**config.mk**
```make
export PLATFORM = sky130hd
export DESIGN_NAME = tcw_addr
export DESIGN_NICKNAME = d
export VERILOG_FILES = /design/src/sv/tcw_pkg.sv /design/src/sv/tcw_addr.sv
export SDC_FILE = /design/constraint.sdc
export NUM_CORES = 1
export LEC_CHECK = 0
export BUFFER_PORTS_ARGS = -buffer_cell sky130_fd_sc_hd__buf_2
export CAP_MARGIN = 20
export CORE_UTILIZATION = 45
export DETAILED_ROUTE_END_ITERATION = 10
export PLACE_DENSITY = 0.73
export SYNTH_ARGS = -nofsm -noshare
export SYNTH_HDL_FRONTEND = slang
export SYNTH_SLANG_ARGS = --single-unit
export TNS_END_PERCENT = 5
```
**constraint.sdc**
```tcl
create_clock -name vclk -period 12.9
set_input_delay 2.58 -clock vclk [all_inputs]
set_output_delay 2.58 -clock vclk [all_outputs]
set_load 0.05 [all_outputs]
```
**src/sv/tcw_pkg.sv**
```systemverilog
// ----------------------------------------------------------------------------
// tcw_pkg: shared types and constants for the text console writer
// Field widths, control codes, sequencer states and RAM control bundle.
// ----------------------------------------------------------------------------
package tcw_pkg;

	localparam int CHAR_W      = 8;
	localparam int COL_W       = 7;
	localparam int ROW_W       = 6;
	// row * columns + column fits in this many bits for any legal geometry
	localparam int ADDR_FULL_W = 14;

	localparam logic [CHAR_W-1:0] CODE_RETURN    = 8'd13;
	localparam logic [CHAR_W-1:0] CODE_LINEFEED  = 8'd10;
	localparam logic [CHAR_W-1:0] CODE_BACKSPACE = 8'd8;

	localparam logic OP_PUT  = 1'b0;
	localparam logic OP_READ = 1'b1;

	typedef enum logic [1:0] {
		ST_INIT,
		ST_IDLE,
		ST_CLEAR,
		ST_FIN
	} state_t;

	typedef struct packed {
		logic              we;
		logic              re;
		logic [CHAR_W-1:0] wdata;
	} ram_ctl_t;

endpackage

```
**src/sv/tcw_addr.sv**
```systemverilog
// ----------------------------------------------------------------------------
// tcw_addr: cell address generator
// Maps a logical row through the scroll base and forms row * COLUMNS + col.
// ----------------------------------------------------------------------------
module tcw_addr #(
	parameter int ROWS    = 60,
	parameter int COLUMNS = 80,
	parameter int ADDR_W  = 13
) (
	input  logic                      use_offset,
	input  logic [tcw_pkg::ROW_W-1:0] row,
	input  logic [tcw_pkg::COL_W-1:0] col,
	input  logic [tcw_pkg::ROW_W-1:0] base,
	output logic [ADDR_W-1:0]         addr
);

	localparam logic [tcw_pkg::ROW_W:0] ROWS_V = (tcw_pkg::ROW_W + 1)'(ROWS);

	logic [tcw_pkg::ROW_W:0]         row_sum;
	logic [tcw_pkg::ROW_W:0]         row_wrap;
	logic [tcw_pkg::ROW_W-1:0]       row_phys;
	logic [tcw_pkg::ADDR_FULL_W-1:0] addr_full;

	always_comb begin
		row_sum = {1'b0, row} + {1'b0, base};
		if (row_sum >= ROWS_V) begin
			row_wrap = row_sum - ROWS_V;
		end else begin
			row_wrap = row_sum;
		end
		row_phys  = use_offset ? row_wrap[tcw_pkg::ROW_W-1:0] : row;
		addr_full = tcw_pkg::ADDR_FULL_W'(row_phys) * tcw_pkg::ADDR_FULL_W'(COLUMNS)
			+ tcw_pkg::ADDR_FULL_W'(col);
		addr      = addr_full[ADDR_W-1:0];
	end

endmodule

```
==> flow_metrics.tcl, run 1 <==
set metrics [dict create \
    routedWlPerCell_um 10.8 \
    row_count 16 \
    drive_above_1_share_pct 29.2 \
    initial_core_util_pct 47.7 \
    die_height_um 47.4 \
    flops_and_latches 0 \
    synth_fa_ha_area_share_pct 28.1 \
    rsz0062_at_grt "no" \
    antennaDiodeCount 0 \
    synth-seq-area-share_pct 0 \
    status "finished clean" \
    syn_to_final_growth_pct 11.9 \
    netlist_area_um2 927 \
    grt_antenna_before_repair 0 \
    grt_start_max_net_pins 14 \
    vias 845 \
    drt-pass1-iter-count 4 \
    cp.buffers_inverters 3 \
    grt-ovfl-total 0 \
    post_cts_resized 0 \
    crit_slowest_cell "fa_1" \
    worst-path-max-fanout 6 \
    finalHoldViolCount 0 \
    synth_nets 151 \
    ys_types 41 \
    io_buffers 25 \
    register_area_um2 0 \
    clock_buffer_count 0 \
    relSlewSlack_pct 73.7 \
    hpwl_um 1510 \
    fin_area_mm2 0.00104 \
    grt_pass1_wl_um 2640 \
    drt_iter0_drc 7 \
    hp-class "input pin to output pin" \
    fillers 204 \
    arrival_ns 7.25 \
    synth_compound_area_share_pct 23.5 \
    fin_crit_sh_pct 76.2 \
    path_depth 20 \
    endpoint "addr[12]" \
    p_per_area_mw_per_mm2 181 \
    finalNetCount 171 \
    ant_nets 0 \
    critPathTopFamily "adder cells" \
    ir_drop_v 0.000156 \
    max-cap-violations 0 \
    finalSetupViolations 0 \
    synth_top_family_by_area "adder cells" \
    die_area_mm2 0.00225 \
    gp_congestion 0.807 \
    power.leakage_nw 0.475 \
    wl_um 1690 \
    grt_usage_pct 15.5 \
    tightestPinTransition_ns 0.394 \
    end_kind "output pin" \
    multi_input_area_um2 871 \
    setup_tns_ns 0 \
    grt_pass1_vias 703 \
    finalPower_uw 188 \
    crit_chain "buf_2 -> ha_1 -> fa_1 -> xor2_1 -> ha_1 -> inv_1 -> nor4b_1 -> o21ai_2 -> and4_4 -> a311o_1 -> ha_1 -> ha_1 -> fa_1 -> xnor2_1 -> nand3b_1 -> nor2_1 -> nand2_1 -> o21ai_0 -> xnor2_1 -> buf_2" \
    worstSetupPathType "input pin to output pin" \
    synth_warnings 0 \
    startpoint "row[0]" \
    min_period_ns 9.83 \
    startpoint_type "input pin" \
    muxShareOfSynthArea_pct 3.51 \
    maxSlewViolCount 0 \
    hold-worst-slack_ns 5.16 \
    syn_avg_cell_area_um2 8.28 \
    cp_common_cell "ha_1" \
    synth_xor_area_share_pct 13.2 \
    postCtsSetupBuffers 0 \
    max_stage_delay_ns 0.42 \
    route.detailed.drc 0 \
    yosys.area_share.simple_pct 25.6 \
    die_w_um 47.4 \
    postCtsHoldBufs 0 \
    cp_data_required_time_ns 10.32 \
    final_core_util_pct 53.4 \
    syn_inst 112 \
    placed_area_mm2 0.00104 \
    core_area_mm2 0.00194 \
    ios 33 \
    clock.fmax_mhz 102 \
    routed_via_density 5.38 \
]
-- layout by cell type (no fill, tap or decap), drive strengths merged, types with 2 or more instances in the layout --
cell     n
xnor2    9
or3b     2
nand2    4
nand3b   2
o21ai    5
o21ba    2
xor2     5
nand3    3
a21oi    8
nor2b    7
inv      2
a211oi   2
a21o     3
buf     25
nor2    12
ha      16
fa       3
mux2     2
-- how the worst min path moves through the flow --
stage	startpoint	to	slack, ns	depth (start not counted)
floorplan	col[0]	addr[0]	5.33	1
global placement	col[1]	addr[1]	5.16	0
detailed placement	col[1]	addr[1]	5.16	0
CTS	col[1]	addr[1]	5.16	0
global route	col[1]	addr[1]	5.16	0
finish	col[1]	addr[1]	5.16	0
-- metal layers --
| layer | global-route usage, % | vias to the layer above | routed length [um] |
|---|---|---|---|
| li1 | - | 444 | - |
| met1 | 20.7 | 380 | 804 |
| met2 | 28.5 | 21 | 820 |
| met3 | 0 | 0 | 64 |
| met4 | 1.71 | 0 | 0 |
| met5 | 0 | - | 0 |
-- final cells by class --
type	count	area share (%)
inverters	2	0.724
well taps	27	3.26
multi-input cells	103	84.0
repair buffers	25	12.1
-- where the power goes --
group / internal, mW / switching (mW) / total [mW]
logic: 0.0608 / 0.127 / 0.188
clock network: 0 / 0 / 0
registers: 0 / 0 / 0
-- cells in the mapped netlist (3+ instances only) --
cell / count / share of area (%)
xor2_1: 5 / 4.7
nand3_1: 3 / 1.6
ha_1: 16 / 22
fa_1: 3 / 6.5
buf_4: 4 / 3.2
nor2b_1: 7 / 4.7
a21oi_1: 8 / 4.3
xnor2_1: 9 / 8.5
a21o_1: 3 / 2.4
nor2_1: 12 / 4.9
nand2_1: 4 / 1.6
-- cell families after synthesis --
| family | after synthesis |
|---|---|
| adders and majority gates | 19 |
| muxes | 3 |
| xor gates and xnor gates | 14 |
| AOI/OAI and AO/OA | 28 |
| and+or+nand+nor | 39 |
| buffers and inverters | 9 |
-- per-stage QoR --
stage / worst slack (ns) / std cells
floorplan: 3.15 / 112
global placement: 3.18 / 157
detailed placement: 3.06 / 157
CTS: 3.02 / 157
global route: 2.70 / 157
finish: 3.07 / 157
Power figures use the tool's default switching activity.
==> inputs of run 2 (changes only) <==
==> constraint.sdc (replaced) <==
create_clock -name vclk -period 9.3
set_input_delay 1.86 -clock vclk [all_inputs]
set_output_delay 1.86 -clock vclk [all_outputs]
set_load 0.05 [all_outputs]
==> flow_metrics.tcl, run 2 (synthesized netlist as in run 1, its figures left out) <==
set metrics [dict create \
    relSlewSlack_pct 74.7 \
    postCtsSetupBuffers 0 \
    grt_antenna_before_repair 0 \
    max-cap-violations 0 \
    final_cell_mix "buf_2, ha_1, nor2_1" \
    hp-class "input pin to output pin" \
    hpwl_um 1520 \
    postCtsHoldBufs 0 \
    gp_congestion 0.805 \
    max_stage_delay_ns 0.43 \
    cp_common_cell "ha_1" \
    core_area_mm2 0.00194 \
    p_per_area_mw_per_mm2 253 \
    grt_usage_pct 17.2 \
    tightestPinTransition_ns 0.378 \
    power.leakage_nw 0.475 \
    worstSetupPathType "input pin to output pin" \
    crit_chain "buf_2 -> ha_1 -> a211oi_2 -> nor2_1 -> nor2_1 -> ha_1 -> inv_1 -> nor4b_1 -> o21ai_2 -> and4_4 -> a311o_1 -> ha_1 -> ha_1 -> fa_1 -> xnor2_1 -> nand3b_1 -> nor2_1 -> nand2_1 -> o21ai_0 -> xnor2_1 -> buf_2" \
    finalPower_uw 262 \
    syn_to_final_growth_pct 11.9 \
    worst-path-max-fanout 6 \
    drive_above_1_share_pct 29.2 \
    fin_area_mm2 0.00104 \
    antennaDiodeCount 0 \
    placed_cells 157 \
    startpoint_type "input pin" \
    end_kind "output pin" \
    grt_start_max_net_pins 14 \
    finalHoldViolCount 0 \
    placed_area_mm2 0.00104 \
    rsz0062_at_grt "no" \
    final_common_cell "buf_2" \
    flops_and_latches 0 \
    row_count 16 \
    routedWlPerCell_um 11.3 \
    finalNetCount 171 \
    routed_via_density 5.33 \
    die_w_um 47.4 \
    ios 33 \
    min_period_ns 8.41 \
    die_area_mm2 0.00225 \
    clock_buffer_count 0 \
    finalSetupViolations 0 \
    vias 837 \
    critPathTopFamily "adder cells" \
    fin_cells 157 \
    ant_nets 0 \
    drt-pass1-iter-count 4 \
    initial_core_util_pct 47.7 \
    maxSlewViolCount 0 \
    die_height_um 47.4 \
    cp_data_required_time_ns 7.44 \
    post_cts_resized 0 \
    grt-ovfl-total 0 \
    fin_crit_sh_pct 90.5 \
    arrival_ns 6.55 \
    ir_drop_v 0.000165 \
    grt_pass1_vias 714 \
    grt_pass1_wl_um 2900 \
    timing.final.ws_setup_ns 0.886 \
    drt_iter0_drc 9 \
    clock.fmax_mhz 119 \
    wl_um 1770 \
    status "finished clean" \
    register_area_um2 0 \
    route.detailed.drc 0 \
    pre_cts_ws_ns 0.942 \
    cp.buffers_inverters 3 \
    setup_tns_ns 0 \
    io_buffers 25 \
    crit_slowest_cell "a311o_1" \
]
## run 2: cell counts in the layout (fill, tap and decap cells not counted)
No cell type changed its count.
## run 2: power breakdown
part,internal (mW),total (mW),leakage (nW),switching (mW)
Combinational,0.0845,0.262,0.475,0.177
Sequential,0,0,0,0
Clock,0,0,0,0
## run 2: layout make-up
cell class	instances	area, um2
Timing Repair Buffer	25	125
Multi-Input combinational cell	103	871
Tap cell	27	33.8
Fill cell	202	905
Inverter	2	7.51
## run 2: metrics by stage
stage | utilization [%] | hold slack (ns)
after floorplan | - | 3.89
after global placement | 53.4 | 3.72
after detailed placement | 53.4 | 3.72
after CTS | 53.4 | 3.72
after global routing | 53.4 | 3.72
final | 53.4 | 3.72
## run 2: metal layers
metal | GRT usage, % | share of wire (%)
met3 | 0 | 3.7
met5 | 0 | 0
met2 | 30.7 | 47
met1 | 24.2 | 50
met4 | 1.14 | 0
## run 2: final timing paths
check,start,end,cells after the start
setup / recovery,row[1],addr[12],21
hold / removal,col[1],addr[1],0
==> inputs of run 3 (changes only) <==
==> constraint.sdc (replaced) <==
create_clock -name vclk -period 10.3
set_input_delay 2.06 -clock vclk [all_inputs]
set_output_delay 2.06 -clock vclk [all_outputs]
set_load 0.05 [all_outputs]
==> flow_metrics.tcl, run 3 (synthesized netlist as in run 1, its figures left out) <==
set metrics [dict create \
    status "finished clean" \
    route.detailed.drc 0 \
    max-cap-violations 0 \
    timing.final.ws_setup_ns 1.52 \
    syn_to_final_growth_pct 11.9 \
    multi_input_area_um2 871 \
    ios 33 \
    grt_pass1_wl_um 2680 \
    postCtsSetupBuffers 0 \
    relSlewSlack_pct 76.0 \
    clock_buffer_count 0 \
    startpoint_type "input pin" \
    tightestPinTransition_ns 0.360 \
    pre_cts_ws_ns 1.58 \
    vias 848 \
    ir_drop_v 0.000188 \
    arrival_ns 6.72 \
    die_area_mm2 0.00225 \
    row_count 16 \
    setup_tns_ns 0 \
    io_buffers 25 \
    routedWlPerCell_um 11.0 \
    die_height_um 47.4 \
    power.leakage_nw 0.475 \
    antennaDiodeCount 0 \
    grt_usage_pct 15.7 \
    flops_and_latches 0 \
    routed_via_density 5.40 \
    drt_iter0_drc 11 \
    drt-pass1-iter-count 4 \
    core_area_mm2 0.00194 \
    postCtsHoldBufs 0 \
    grt_antenna_before_repair 0 \
    min_period_ns 8.78 \
    fin_area_mm2 0.00104 \
    gp_congestion 0.791 \
    fin_cells 157 \
    worst-path-max-fanout 6 \
    grt-ovfl-total 0 \
    end_kind "output pin" \
    initial_core_util_pct 47.7 \
    ant_nets 0 \
    clock.fmax_mhz 114 \
    finalSetupViolations 0 \
    maxSlewViolCount 0 \
    fin_crit_sh_pct 85.2 \
    finalHoldViolCount 0 \
    rsz0062_at_grt "no" \
    hpwl_um 1470 \
    placed_cells 157 \
    p_per_area_mw_per_mm2 227 \
    final_core_util_pct 53.4 \
    final_cell_mix "buf_2, ha_1, nor2_1" \
    grt_start_max_net_pins 14 \
    cp_data_required_time_ns 8.24 \
    register_area_um2 0 \
    finalNetCount 171 \
    finalPower_uw 236 \
    wl_um 1730 \
    fillers 200 \
    grt_pass1_vias 693 \
    worstSetupPathType "input pin to output pin" \
    placed_area_mm2 0.00104 \
    post_cts_resized 0 \
    hold-worst-slack_ns 4.12 \
    drive_above_1_share_pct 29.2 \
    die_w_um 47.4 \
    hp-class "input pin to output pin" \
    final_common_cell "buf_2" \
]
-- run 3: layout make-up --
class	count	area share, %
Multi-Input combinational cell	103	84.0
Timing Repair Buffer	25	12.1
Tap cell	27	3.26
Inverter	2	0.724
-- run 3: path summary, 6_finish.rpt --
kind / cells after the start / slack (ns) / from / endpoint
max: 20 / 1.52 / row[0] / addr[12]
min: 0 / 4.12 / col[1] / addr[1]
-- run 3: where the power goes --
part	internal (mW)	switching (mW)	total [mW]
Clock	0	0	0
Combinational	0.0764	0.159	0.236
Sequential	0	0	0
Total	0.0764	0.159	0.236
-- run 3: routing by layer --
metal / vias to the layer above / GRT usage (%) / wire length [um]
li1: 444 / - / -
met1: 385 / 21.9 / 822
met2: 19 / 27.9 / 839
met3: 0 / 0 / 68
met4: 0 / 1.14 / 0
met5: - / 0 / 0
-- run 3: critical path, stage by stage --
cell      delay (ns)
buf_2           0.11
ha_1            0.22
fa_1            0.42
xor2_1          0.30
ha_1            0.23
inv_1           0.06
nor4b_1         0.35
o21ai_2         0.12
and4_4          0.21
a311o_1         0.42
ha_1            0.34
ha_1            0.23
fa_1            0.42
xnor2_1         0.18
nand3b_1        0.22
nor2_1          0.15
nand2_1         0.06
o21ai_0         0.20
xnor2_1         0.14
buf_2           0.28
